**src/rtl/two_frame_shard_reassembler_core_macros.svh**
```systemverilog
// ----------------------------------------------------------------------------
// Assertion macros for the two-frame shard reassembler
// Implication checks clocked on clk, disabled while rst_n is low.
// ----------------------------------------------------------------------------
`ifndef TWO_FRAME_SHARD_REASSEMBLER_CORE_MACROS_SVH
`define TWO_FRAME_SHARD_REASSEMBLER_CORE_MACROS_SVH
`ifndef NO_ASSERTIONS
`define TFSR_ASSERT_IMP(lbl, ante, cons, msg) \
  lbl: assert property (@(posedge clk) disable iff (!rst_n) (ante) |-> (cons)) \
    else $error(msg);
`define TFSR_ASSERT_NXT(lbl, ante, cons, msg) \
  lbl: assert property (@(posedge clk) disable iff (!rst_n) (ante) |=> (cons)) \
    else $error(msg);
`else
`define TFSR_ASSERT_IMP(lbl, ante, cons, msg)
`define TFSR_ASSERT_NXT(lbl, ante, cons, msg)
`endif
`endif

```
**src/rtl/tfsr_pkg.sv**
```systemverilog
// ----------------------------------------------------------------------------
// tfsr_pkg
// Shared constants and event codes of the two-frame shard reassembler.
// ----------------------------------------------------------------------------
package tfsr_pkg;

  localparam int DEF_MAX_SHARDS = 32;
  localparam int DEF_FRAME_BITS = 32;

  typedef enum logic [1:0] {
    EV_RELEASE = 2'd0,
    EV_DONE    = 2'd1,
    EV_ABANDON = 2'd2
  } event_kind_t;

endpackage

```
**src/rtl/tfsr_ram.sv**
```systemverilog
// ----------------------------------------------------------------------------
// tfsr_ram
// Generic single-write, single-read RAM with registered read data.
// ----------------------------------------------------------------------------
module tfsr_ram #(
  parameter int WIDTH = 32,
  parameter int DEPTH = 64
) (
  input  logic                     clk,
  input  logic                     we,
  input  logic [$clog2(DEPTH)-1:0] waddr,
  input  logic [WIDTH-1:0]         wdata,
  input  logic [$clog2(DEPTH)-1:0] raddr,
  output logic [WIDTH-1:0]         rdata
);

  logic [WIDTH-1:0] mem [DEPTH];
  logic [WIDTH-1:0] rdata_r;

  always_ff @(posedge clk) begin
    if (we) begin
      mem[waddr] <= wdata;
    end
    rdata_r <= mem[raddr];
  end

  assign rdata = rdata_r;

endmodule

```
**src/rtl/two_frame_shard_reassembler_core.sv**
```systemverilog
// ----------------------------------------------------------------------------
// two_frame_shard_reassembler_core
// Reassembles frames from shards over a window of two frames, releasing
// contiguous runs and reporting done and abandoned frames.
// ----------------------------------------------------------------------------
// Channel | Ports                                   | Transaction
// input   | start, busy, in_*                       | start && !busy
// result  | out_strobe, out_*                       | out_strobe, one cycle
//
// A dropped item passes through fewer sequencer states than a stored one; each
// released shard needs a payload RAM read, then an emit, and each window move
// adds states; the sequencer and single RAM read port set how long busy stays high.
// The last result of an item is on the ports in the first cycle after busy falls.
// Reset is synchronous on rst_n and empties both banks; the payload RAM
// needs no clearing. Results cannot be stalled.
// ----------------------------------------------------------------------------
`include "two_frame_shard_reassembler_core_macros.svh"

module two_frame_shard_reassembler_core
  import tfsr_pkg::*;
#(
  parameter int MAX_SHARDS = DEF_MAX_SHARDS,
  parameter int FRAME_BITS = DEF_FRAME_BITS
) (
  input  logic        clk,
  input  logic        rst_n,
  input  logic        start,
  output logic        busy,
  input  logic [31:0] in_frame_number,
  input  logic [4:0]  in_shard_number,
  input  logic        in_is_final_shard,
  input  logic        in_carries_view_info,
  input  logic [31:0] in_payload_ref,
  output logic        out_strobe,
  output logic [1:0]  out_event_kind,
  output logic [31:0] out_event_frame,
  output logic [31:0] out_released_ref,
  output logic        out_frame_partial,
  output logic        out_end_of_run
);

  localparam int SW     = (MAX_SHARDS > 1) ? $clog2(MAX_SHARDS) : 1;
  localparam int LW     = $clog2(MAX_SHARDS + 1);
  localparam int AW     = SW + 1;
  localparam int MAXRES = MAX_SHARDS + 3;
  localparam int CW     = $clog2(MAXRES + 1);

  typedef enum logic [8:0] {
    S_IDLE   = 9'b000000001,
    S_CHECK  = 9'b000000010,
    S_DISP   = 9'b000000100,
    S_WHOLE1 = 9'b000001000,
    S_ABAND2 = 9'b000010000,
    S_FLUSH  = 9'b000100000,
    S_FL_RD  = 9'b001000000,
    S_FL_EMIT= 9'b010000000,
    S_FIN    = 9'b100000000
  } state_t;

  state_t state_r, state_nxt;

  logic [FRAME_BITS-1:0] fr_r, fr_nxt, cur_r, cur_nxt, diff;
  logic [SW-1:0]         slot_r, slot_nxt;
  logic                  big_r, big_nxt, fin_r, fin_nxt, view_r, view_nxt;
  logic [31:0]           ref_r, ref_nxt;
  logic                  bank_r, bank_nxt;
  logic [1:0][MAX_SHARDS-1:0] pres_r, pres_nxt;
  logic [1:0][LW-1:0]    len_r, len_nxt, ptr_r, ptr_nxt;
  logic [1:0]            finl_r, finl_nxt, fv_r, fv_nxt;
  logic [LW-1:0]         fptr_r, fptr_nxt;
  logic                  whole_r, whole_nxt, ret_r, ret_nxt;
  logic [CW-1:0]         cnt_r;

  logic                  pend_v_r;
  logic [1:0]            pend_kind_r;
  logic [31:0]           pend_frame_r, pend_ref_r;
  logic                  pend_part_r;

  logic                  out_strobe_r, out_part_r, out_eor_r;
  logic [1:0]            out_kind_r;
  logic [31:0]           out_frame_r, out_ref_r;

  logic                  emit, e_part, finish;
  event_kind_t           e_kind;
  logic [FRAME_BITS-1:0] e_frame;
  logic [31:0]           e_ref, e_frame32;
  logic [FRAME_BITS+31:0] in_frame_ext, e_frame_ext;

  logic                  ram_we;
  logic [AW-1:0]         ram_waddr, ram_raddr;
  logic [31:0]           ram_rdata;

  logic                  wsel, whole_w, gap;
  logic [MAX_SHARDS-1:0] slot_mask, len_mask;
  logic [LW-1:0]         slot_l;
  logic                  accept;

  assign accept       = start && !busy;
  assign busy         = (state_r != S_IDLE);
  assign diff         = fr_r - cur_r;
  assign slot_l       = LW'(slot_r);
  assign in_frame_ext = {{FRAME_BITS{1'b0}}, in_frame_number};
  assign e_frame_ext  = {32'd0, e_frame};
  assign e_frame32    = e_frame_ext[31:0];
  assign ram_raddr    = {bank_r, fptr_r[SW-1:0]};

  tfsr_ram #(
    .WIDTH (32),
    .DEPTH (2 ** AW)
  ) u_store (
    .clk   (clk),
    .we    (ram_we),
    .waddr (ram_waddr),
    .wdata (ref_r),
    .raddr (ram_raddr),
    .rdata (ram_rdata)
  );

  // gap below the slot and completeness of the selected bank
  always_comb begin
    wsel = (state_r == S_WHOLE1) ? ~bank_r : bank_r;
    for (int i = 0; i < MAX_SHARDS; i++) begin
      slot_mask[i] = (LW'(i) < slot_l);
      len_mask[i]  = (LW'(i) < len_r[wsel]);
    end
    gap     = |(~pres_r[bank_r] & slot_mask);
    whole_w = (len_r[wsel] != '0) && finl_r[wsel] && (&(pres_r[wsel] | ~len_mask));
  end

  always_comb begin
    state_nxt = state_r;
    fr_nxt    = fr_r;
    slot_nxt  = slot_r;
    big_nxt   = big_r;
    fin_nxt   = fin_r;
    view_nxt  = view_r;
    ref_nxt   = ref_r;
    cur_nxt   = cur_r;
    bank_nxt  = bank_r;
    pres_nxt  = pres_r;
    len_nxt   = len_r;
    ptr_nxt   = ptr_r;
    finl_nxt  = finl_r;
    fv_nxt    = fv_r;
    fptr_nxt  = fptr_r;
    whole_nxt = whole_r;
    ret_nxt   = ret_r;
    ram_we    = 1'b0;
    ram_waddr = {bank_r, slot_r};
    emit      = 1'b0;
    e_kind    = EV_RELEASE;
    e_frame   = cur_r;
    e_ref     = '0;
    e_part    = 1'b0;
    finish    = 1'b0;

    unique case (state_r)
      S_IDLE: begin
        if (start) begin
          fr_nxt    = in_frame_ext[FRAME_BITS-1:0];
          slot_nxt  = SW'(in_shard_number);
          big_nxt   = ({4'd0, in_shard_number} >= 9'(MAX_SHARDS));
          fin_nxt   = in_is_final_shard;
          view_nxt  = in_carries_view_info;
          ref_nxt   = in_payload_ref;
          state_nxt = S_CHECK;
        end
      end
      S_CHECK: begin
        state_nxt = (big_r || fr_r < cur_r) ? S_FIN : S_DISP;
      end
      S_DISP: begin
        if (diff == '0 || diff == FRAME_BITS'(1)) begin
          // put the shard into the current or the next bank
          if (pres_r[bank_nxt ^ (diff != '0)][slot_r]) begin
            state_nxt = S_FIN;
          end else begin
            pres_nxt[bank_r ^ (diff != '0)][slot_r] = 1'b1;
            ram_we    = 1'b1;
            ram_waddr = {bank_r ^ (diff != '0), slot_r};
            if (slot_l >= len_r[bank_r ^ (diff != '0)]) begin
              len_nxt[bank_r ^ (diff != '0)]  = slot_l + LW'(1);
              finl_nxt[bank_r ^ (diff != '0)] = fin_r;
            end
            if (slot_r == '0) begin
              fv_nxt[bank_r ^ (diff != '0)] = view_r;
            end
            if (diff != '0) begin
              state_nxt = S_WHOLE1;
            end else if (gap) begin
              state_nxt = S_FIN;
            end else begin
              ret_nxt   = 1'b0;
              state_nxt = S_FLUSH;
            end
          end
        end else begin
          emit   = 1'b1;
          e_kind = EV_ABANDON;
          if (diff == FRAME_BITS'(2)) begin
            pres_nxt[bank_r] = '0;
            len_nxt[bank_r]  = '0;
            ptr_nxt[bank_r]  = '0;
            finl_nxt[bank_r] = 1'b0;
            fv_nxt[bank_r]   = 1'b0;
            bank_nxt         = ~bank_r;
            cur_nxt          = cur_r + FRAME_BITS'(1);
            ret_nxt          = 1'b1;
            state_nxt        = S_FLUSH;
          end else begin
            state_nxt = S_ABAND2;
          end
        end
      end
      S_WHOLE1: begin
        if (whole_w) begin
          emit             = 1'b1;
          e_kind           = EV_ABANDON;
          pres_nxt[bank_r] = '0;
          len_nxt[bank_r]  = '0;
          ptr_nxt[bank_r]  = '0;
          finl_nxt[bank_r] = 1'b0;
          fv_nxt[bank_r]   = 1'b0;
          bank_nxt         = ~bank_r;
          cur_nxt          = cur_r + FRAME_BITS'(1);
          ret_nxt          = 1'b0;
          state_nxt        = S_FLUSH;
        end else begin
          state_nxt = S_FIN;
        end
      end
      S_ABAND2: begin
        // restart the window at the shard's frame
        emit      = 1'b1;
        e_kind    = EV_ABANDON;
        e_frame   = cur_r + FRAME_BITS'(1);
        pres_nxt  = '0;
        len_nxt   = '0;
        ptr_nxt   = '0;
        finl_nxt  = '0;
        fv_nxt    = '0;
        cur_nxt   = fr_r;
        state_nxt = S_DISP;
      end
      S_FLUSH: begin
        fptr_nxt  = ptr_r[bank_r];
        whole_nxt = whole_w;
        state_nxt = S_FL_RD;
      end
      S_FL_RD: begin
        if (fptr_r < len_r[bank_r] && pres_r[bank_r][fptr_r[SW-1:0]]) begin
          state_nxt = S_FL_EMIT;
        end else begin
          ptr_nxt[bank_r] = fptr_r;
          if (whole_r && fv_r[bank_r]) begin
            emit             = 1'b1;
            e_kind           = EV_DONE;
            pres_nxt[bank_r] = '0;
            len_nxt[bank_r]  = '0;
            ptr_nxt[bank_r]  = '0;
            finl_nxt[bank_r] = 1'b0;
            fv_nxt[bank_r]   = 1'b0;
            bank_nxt         = ~bank_r;
            cur_nxt          = cur_r + FRAME_BITS'(1);
          end
          state_nxt = ret_r ? S_DISP : S_FIN;
        end
      end
      S_FL_EMIT: begin
        emit      = 1'b1;
        e_ref     = ram_rdata;
        e_part    = ~whole_r;
        fptr_nxt  = fptr_r + LW'(1);
        state_nxt = S_FL_RD;
      end
      S_FIN: begin
        finish    = 1'b1;
        state_nxt = S_IDLE;
      end
      default: state_nxt = S_IDLE;
    endcase
  end

  always_ff @(posedge clk) begin
    if (!rst_n) begin
      state_r <= S_IDLE;
      cur_r   <= '0;
      bank_r  <= 1'b0;
      pres_r  <= '0;
      len_r   <= '0;
      ptr_r   <= '0;
      finl_r  <= '0;
      fv_r    <= '0;
    end else begin
      state_r <= state_nxt;
      cur_r   <= cur_nxt;
      bank_r  <= bank_nxt;
      pres_r  <= pres_nxt;
      len_r   <= len_nxt;
      ptr_r   <= ptr_nxt;
      finl_r  <= finl_nxt;
      fv_r    <= fv_nxt;
    end
  end

  always_ff @(posedge clk) begin
    fr_r    <= fr_nxt;
    slot_r  <= slot_nxt;
    big_r   <= big_nxt;
    fin_r   <= fin_nxt;
    view_r  <= view_nxt;
    ref_r   <= ref_nxt;
    fptr_r  <= fptr_nxt;
    whole_r <= whole_nxt;
    ret_r   <= ret_nxt;
  end

  // hold one result back so the last one of a transaction can be marked
  always_ff @(posedge clk) begin
    if (!rst_n) begin
      cnt_r        <= '0;
      pend_v_r     <= 1'b0;
      out_strobe_r <= 1'b0;
      out_eor_r    <= 1'b0;
    end else begin
      out_strobe_r <= 1'b0;
      out_eor_r    <= 1'b0;
      if (accept) begin
        cnt_r <= '0;
      end
      if (emit && cnt_r < CW'(MAXRES)) begin
        cnt_r        <= cnt_r + CW'(1);
        pend_v_r     <= 1'b1;
        pend_kind_r  <= e_kind;
        pend_frame_r <= e_frame32;
        pend_ref_r   <= e_ref;
        pend_part_r  <= e_part;
        out_strobe_r <= pend_v_r;
      end else if (finish) begin
        pend_v_r     <= 1'b0;
        out_strobe_r <= pend_v_r;
        out_eor_r    <= pend_v_r;
      end
      out_kind_r  <= pend_kind_r;
      out_frame_r <= pend_frame_r;
      out_ref_r   <= pend_ref_r;
      out_part_r  <= pend_part_r;
    end
  end

  assign out_strobe        = out_strobe_r;
  assign out_event_kind    = out_kind_r;
  assign out_event_frame   = out_frame_r;
  assign out_released_ref  = out_ref_r;
  assign out_frame_partial = out_part_r;
  assign out_end_of_run    = out_eor_r;

  `TFSR_ASSERT_IMP(ap_eor_strobe, out_end_of_run, out_strobe, "end of run without strobe")
  `TFSR_ASSERT_NXT(ap_accept_busy, start && !busy, busy, "accepted item did not start")
  `TFSR_ASSERT_IMP(ap_ptr_len, 1'b1, ptr_r[0] <= len_r[0] && ptr_r[1] <= len_r[1], "release pointer past frame length")
  `TFSR_ASSERT_IMP(ap_idle_empty, !busy, !pend_v_r, "result held while idle")

endmodule

```
**config.mk**
```make
export PLATFORM = sky130hd
export DESIGN_NAME = two_frame_shard_reassembler_core
export DESIGN_NICKNAME = d
export VERILOG_FILES = /design/src/rtl/tfsr_pkg.sv /design/src/rtl/tfsr_ram.sv /design/src/rtl/two_frame_shard_reassembler_core.sv
export VERILOG_INCLUDE_DIRS = /design/src /design/src/rtl
export SDC_FILE = /design/constraint.sdc
export NUM_CORES = 2
export LEC_CHECK = 0
export BUFFER_PORTS_ARGS = -buffer_cell sky130_fd_sc_hd__buf_2
export CORE_MARGIN = 3
export CORE_UTILIZATION = 25
export CTS_CLUSTER_DIAMETER = 50
export DETAILED_ROUTE_END_ITERATION = 10
export PLACE_DENSITY = 0.36
export SETUP_SLACK_MARGIN = 0.05
export SYNTH_ARGS = -nofsm -noshare
export SYNTH_HDL_FRONTEND = slang
export SYNTH_HIERARCHICAL = 1
export SYNTH_SLANG_ARGS = --single-unit
```
**constraint.sdc**
```tcl
create_clock -name clk -period 7.2 [get_ports clk]
set_input_delay 2.16 -clock clk [delete_from_list [all_inputs] [get_ports clk]]
set_output_delay 2.16 -clock clk [all_outputs]
set_load 0.02 [all_outputs]
```
Yosys cells after proc, flatten, opt, wreduce, memory -nomap -nowiden
Memories as Yosys holds them, arrays and structs flattened. A register that Yosys moved wholly into a read port is not among the register bits.
Index checks and enable logic that the tools add are counted.

cells by class
  div/mod/pow operators = 0
  bitwise logic cells = 18
  multiply operators = 0
  add/sub/neg operators = 5
  reduce and logical (&&, ||, !) cells = 35
  equality and inequality tests = 24
  muxes and demuxes = 135
  shift-type cells = 0
  magnitude comparators = 76

operators with widths
  operator                 number
  $mux W32                 14
  $mux W64                 6
  $pmux W64 S4             1
  $mux W12                 12
  $pmux W32 S4             1
  $lt A5 B6 Y1 const A     16
  $mux W6                  16
  $pmux W12 S4             2
  $mux W9                  9
  $lt A5 B5 Y1 const A     16
  $and A64 B64 Y64         1
  $demux W32 S1            2
  $not A32 Y32             2
  $not A64 Y64             1
  $or A64 B64 Y64          1
  $pmux W9 S7              1
  $lt A4 B6 Y1 const A     8
  $lt A4 B5 Y1 const A     8
  $mux W1                  37
  $and A12 B12 Y12         3
  $add A32 B1 Y32 const B  1
  $and A32 B32 Y32         1
  $eq A32 B1 Y1 const B    1
  $eq A32 B2 Y1 const B    1
  64 further kinds         132

storage, ports and cells
  memory bits (read-only) = 0
  bits in registers = 356
  bits in writable memories = 2,048
  latch bits = 0
  word-level logic and storage cells = 325
  output and inout port bits = 70
  memories kept = 1

memory list
  name         words  width  read ports  clocked after memory_dff  wr ports  line            text
  u_store.mem  64     32     1           1                         1         tfsr_ram.sv:17  logic [WIDTH-1:0] mem [DEPTH];

Longest topological paths before layout
  depth in word-level cells = 13
  mapped depth = 31

Modules after synthesis
The synthesis kept the hierarchy.

modules (own cells, without submodules)
  module                            area an instance (µm²)  seq. area each (µm²)  instances  cells an instance
  tfsr_ram                          79,039.6                62,139.6              1          3,511
  two_frame_shard_reassembler_core  20,327.0                9,258.9               1          2,127

Least setup slack after synthesis
No wires, ideal clock.

  path type = register to register
  start point = register bank_r
  end point = register pend_frame_r[0] (enable)
  path slack = -728 ps
  setup time = 493 ps
  period minus slack after synthesis = 7,928 ps
  stages on the path, launching flop included = 21
  arrival time = 7,435 ps
  buffers on the path = 8
  required time = 6,707 ps
  cells stage by stage = dfxtp_1 buf_2 buf_2 buf_1 buf_1 clkbuf_1 clkbuf_1 clkbuf_1 buf_1 a21oi_1 ha_1 o21a_1 o21a_1 o21a_1 o21a_1 o21ai_0 and3b_1 or2_2 nor2_1 o31ai_2 nor2_1

between the ends
  cells in the longest elaborated chain, start to end = 13
  elaborated cells on any way between the ends = 63
  those cells by class = 33 x order compare; 19 x mux; 3 x bitwise; 8 x reduce/logical

ends and longest elaborated chain
  item                                         line                                                                              text
  start, declared                              two_frame_shard_reassembler_core.sv:66                                            logic bank_r, bank_nxt;
  start signal, assigned                       two_frame_shard_reassembler_core.sv:297                                           bank_r <= bank_nxt;
  $not A1 Y1                                   two_frame_shard_reassembler_core.sv:121                                           wsel = (state_r == S_WHOLE1) ? ~bank_r : bank_r;
  $mux W1                                      two_frame_shard_reassembler_core.sv:121
  $mux W6 (not written as such) (2 in series)  two_frame_shard_reassembler_core.sv:124, two_frame_shard_reassembler_core.sv:127
  $lt A1 B6 Y1 (tied with other cells)         two_frame_shard_reassembler_core.sv:124                                           len_mask[i] = (LW'(i) < len_r[wsel]);
  $not A32 Y32                                 two_frame_shard_reassembler_core.sv:127                                           whole_w = (len_r[wsel] != '0) && finl_r[wsel] && (&(pres_r[wsel] | ~len_mask));
  $or A32 B32 Y32                              two_frame_shard_reassembler_core.sv:127
  $reduce_and A32 Y1                           two_frame_shard_reassembler_core.sv:127
  $logic_and A1 B1 Y1                          two_frame_shard_reassembler_core.sv:127
  $mux W1                                      two_frame_shard_reassembler_core.sv:216                                           if (whole_w) begin
  $pmux W1 S4 (*)                              two_frame_shard_reassembler_core.sv:157                                           unique case (state_r)
  $logic_and A1 B1 Y1 (*)                      two_frame_shard_reassembler_core.sv:331                                           if (emit && cnt_r < CW'(MAXRES)) begin
  $reduce_and A2 Y1 (no line) (*)              -
  end signal, assigned                         two_frame_shard_reassembler_core.sv:335                                           pend_frame_r <= e_frame32;
  end, declared                                two_frame_shard_reassembler_core.sv:76                                            logic [31:0] pend_frame_r, pend_ref_r;

Every way passes the cells marked *; elsewhere a longest branch is shown, timed or not. The select of a mux whose other input is x is not followed.
A chain may end at the register's enable or synchronous reset.

Worst setup path after layout
  start point = register fr_r[0]
  end point = memory u_store.mem[10][23] (enable)

between the ends
  elaborated cells on any way between the ends = 18
  those cells by class = 1 x add/sub; 1 x eq/ne; 12 x mux; 1 x bitwise; 3 x reduce/logical

RTL lines
  item                                          line                                                                              text
  start, declared                               two_frame_shard_reassembler_core.sv:62                                            logic [FRAME_BITS-1:0] fr_r, fr_nxt, cur_r, cur_nxt, diff;
  start signal, assigned                        two_frame_shard_reassembler_core.sv:307                                           fr_r <= fr_nxt;
  $sub A32 B32 Y32 (*)                          two_frame_shard_reassembler_core.sv:100                                           assign diff = fr_r - cur_r;
  $reduce_bool A32 Y1                           two_frame_shard_reassembler_core.sv:175, two_frame_shard_reassembler_core.sv:180
  $xor A1 B1 Y1                                 two_frame_shard_reassembler_core.sv:175, two_frame_shard_reassembler_core.sv:180
  $mux W32 (not written as such) (2 in series)  two_frame_shard_reassembler_core.sv:175                                           if (pres_r[bank_nxt ^ (diff != '0)][slot_r]) begin
  $bmux W1 S5                                   two_frame_shard_reassembler_core.sv:175
  $mux W1 (not written as such)                 two_frame_shard_reassembler_core.sv:175
  $mux W6                                       two_frame_shard_reassembler_core.sv:175
  $mux W6 (*)                                   two_frame_shard_reassembler_core.sv:173                                           if (diff == '0 || diff == FRAME_BITS'(1)) begin
  $mux W6 (*)                                   two_frame_shard_reassembler_core.sv:157
  via ram_waddr[5]                              two_frame_shard_reassembler_core.sv:90                                            logic [AW-1:0] ram_waddr, ram_raddr;
  end, declared                                 tfsr_ram.sv:17

Mark *: on every way through the listed nets, which the timed path passes. The rest lies on a longest branch. The select of a mux whose other input is x is not followed.

==> results.ini <==
[outcome]
status = complete, no violations

[setup_path]
worstSetupPathType = flop to flop
endpoint_kind = flop
startpoint_type = flop
cp_max_fo = 18
crit_top_cell = buf_12
path_buf_inv = 5
cpPeakStageDelay_ns = 0.55
path_cells = inv_1 > ha_1 > fa_1 > nand2b_1 > a211oi_4 > o21ai_2 > a21oi_1 > o21ai_0 > a2111oi_2 > and4_4 > nand4_4 > nand2_2 > buf_4 > o211ai_1 > and4b_1 > or2_4 > mux2i_4 > nor4_2 > xnor2_1 > buf_12 > or3b_2 > buf_12 > nor2_4 > buf_12
crit_family = simple AND/OR/NAND/NOR gates
cp_slowest_cell = a2111oi_2
critical_path_arrival_ns = 7.26
critPathRequiredTime_ns = 7.81

[clock_network]
post_cts_buffers = 0
worstSkewPairLatency_ns = 0.94
clock-root-buffer = clkbuf_16
clk_pin_slew_ns = 0.06
numCtsBuffers = 360
hold_buffers = 0
cts_tree = built
cts.htree.levels = 5
cts.sinks = 2436
cts_resized = 0
cts_max_path_buffers = 4

[sta]
hold_viol = 0
slew_headroom_pct = 11.5
rsz0062_at_grt = false
setup_tns_ns = 0
finClkSkew_ns = 0.0902
timing.final.max_slew_violations = 0
setup_viol = 0
fmax_mhz = 151
layout_min_cycle_time_ns = 6.64
worstMarginPinSlew_ns = 1.33
timing.final.crit_share_pct = 92.2

[floorplan]
die-area_mm2 = 0.405
fp.dieH_um = 636
start_util_pct = 25.2
core_area_mm2 = 0.394
die_width_um = 636
rows = 230
io_pins = 144

[drt]
viasPerCell = 4.75
dr.pass1.iters = 6
antenna_left = 0
routed_wl_um = 317000
num_vias = 55253
drt_iter0_markers = 4434
wl_per_cell_um = 27.3
remaining_drc_errors = 0

[logic_synthesis]
ys_seq_area_share_pct = 71.9
synth_edf_count = 2261
syn_area_per_cell_um2 = 17.6
syn_nets = 5763
synth.area.top_cells = edfxtp_1, mux4_2, dfxtp_1
synthFlopType = edfxtp_1
netlist.area_leader.share_pct = 68.3
ys_warn_count = 6
ys_ff_latch = 2436
syn_area_mm2 = 0.0994
synth_async_sr_flop_share_pct = 0
synth_cell_types = 112
synth_common_cells = edfxtp_1, mux4_2, nand2_1
synth_cells = 5638
yosys.area.top_type = edfxtp_1
yosysMostFrequentCell = edfxtp_1

[global_route]
antenna_found_initial = 23
grt_max_degree = 80
first_global_vias = 57573
grt_use_total_pct = 15.3
grt_pass1_wl_um = 449000
overflow = 0

[placement]
placedCellCount = 10953
placed_area_mm2 = 0.109
portBuffers = 143
dpl.hpwl_um = 199000
routabilityCongestion = 0.866

[final_layout]
finish.utilization_pct = 30.7
fin_area_mm2 = 0.121
nNetsFinal = 6220
stdcell_count = 11628
area_growth_pct = 21.7
final_layout_size_suffix_gt1_share_pct = 25.7

[power_and_ir_drop]
finalPower_w = 0.0343
vdd.ir_drop.worst_uv = 173
leakage_nw = 38.1
power_density_mw_per_mm2 = 284

[hold_path]
hold_class = flop to flop

[run]
maxCapViolCount = 0

-- cell families (layout without fill, tap and decap cells) --
group | after synthesis | count (layout) | synth area share [%]
and+or+nand+nor | 1042 | 1042 | 5.24
DFF | 2436 | 2436 | 71.9
muxes | 741 | 741 | 13.4
buffers and inverters | 399 | 1164 | 2.11
xor gates and xnor gates | 46 | 46 | 0.421
other | 0 | 5 | 0
adders and majority gates | 51 | 51 | 0.650
AOI/OAI and AO/OA | 923 | 923 | 6.31
-- per-stage QoR --
step	hold WS (ns)	worst slack (ns)
global route	0.421	0.103
CTS	0.418	0.472
detailed placement	0.405	0.529
floorplan	0.400	0.249
global placement	0.403	0.432
finish	0.416	0.558
-- placed cells by master, fill, tap and decap left out, types with 37 or more instances in the layout --
cell / Yosys / layout
buf_2: 80 / 142
clkinv_2: 0 / 37
buf_12: 3 / 95
a31oi_1: 46 / 46
nor3_1: 47 / 47
nor2_1: 274 / 204
mux2i_1: 254 / 254
clkinv_4: 0 / 41
a22oi_1: 149 / 149
nand3_1: 134 / 133
nor2_4: 0 / 66
xnor2_1: 38 / 38
dfxtp_1: 175 / 174
a21oi_1: 164 / 163
o21ai_1: 55 / 55
o22ai_1: 50 / 50
clkbuf_1: 154 / 42
edfxtp_1: 2261 / 2261
clkbuf_16: 0 / 365
o211ai_1: 40 / 40
nand2_1: 278 / 277
mux4_2: 470 / 470
buf_4: 33 / 190
inv_1: 63 / 62
and2_1: 52 / 50
ha_1: 50 / 50
o21ai_0: 144 / 144
clkinv_1: 1 / 52
-- cell type report --
class / count / area, um2
Antenna cell: 5 / 12.5
Clock buffer: 419 / 9460
Clock inverter: 251 / 2770
Fill cell: 38576 / 273000
Inverter: 66 / 250
Multi-Input combinational cell: 2803 / 26400
Sequential cell: 2436 / 71400
Tap cell: 5220 / 6530
Timing Repair Buffer: 428 / 4050
-- final timing paths --
kind / start / endpoint / slack, ns / cells after the start
max: fr_r[0] / u_store/mem[10][23] / 0.56 / 24
min: pend_frame_r[26] / out_event_frame[26] / 0.42 / 0
max reg2reg: fr_r[0] / u_store/mem[10][23] / 0.56 / 24
min reg2reg: pend_frame_r[26] / out_event_frame[26] / 0.42 / 0
-- power breakdown --
group          switching, W  internal, W
Sequential        0.0000277       0.0157
Combinational      0.000766     0.000186
Clock               0.00689       0.0108
-- registers in the layout (all words and copies together) (netlist names), 2 cells and up, named ones only --
signal,count
u_store/mem,2048
state_r,9
cnt_r,6
slot_r,5
pres_r,64
out_event_frame,32
out_released_ref,32
out_event_kind,2
cur_r,32
fptr_r,6
ptr_r,12
fr_r,32
pend_frame_r,32
ref_r,32
u_store/rdata,32
pend_kind_r,2
pend_ref_r,32
-- per-layer routing --
metal	share of wire [%]	global-route usage (%)	up-vias	wire, um
met5	0.0025	0	-	8
met4	2.1	3.53	2	6600
met3	4.2	2.05	428	13300
met2	49	26.0	1390	156000
met1	44	20.7	29447	141000
li1	-	-	23986	-
(Power assumes the default switching activity.)
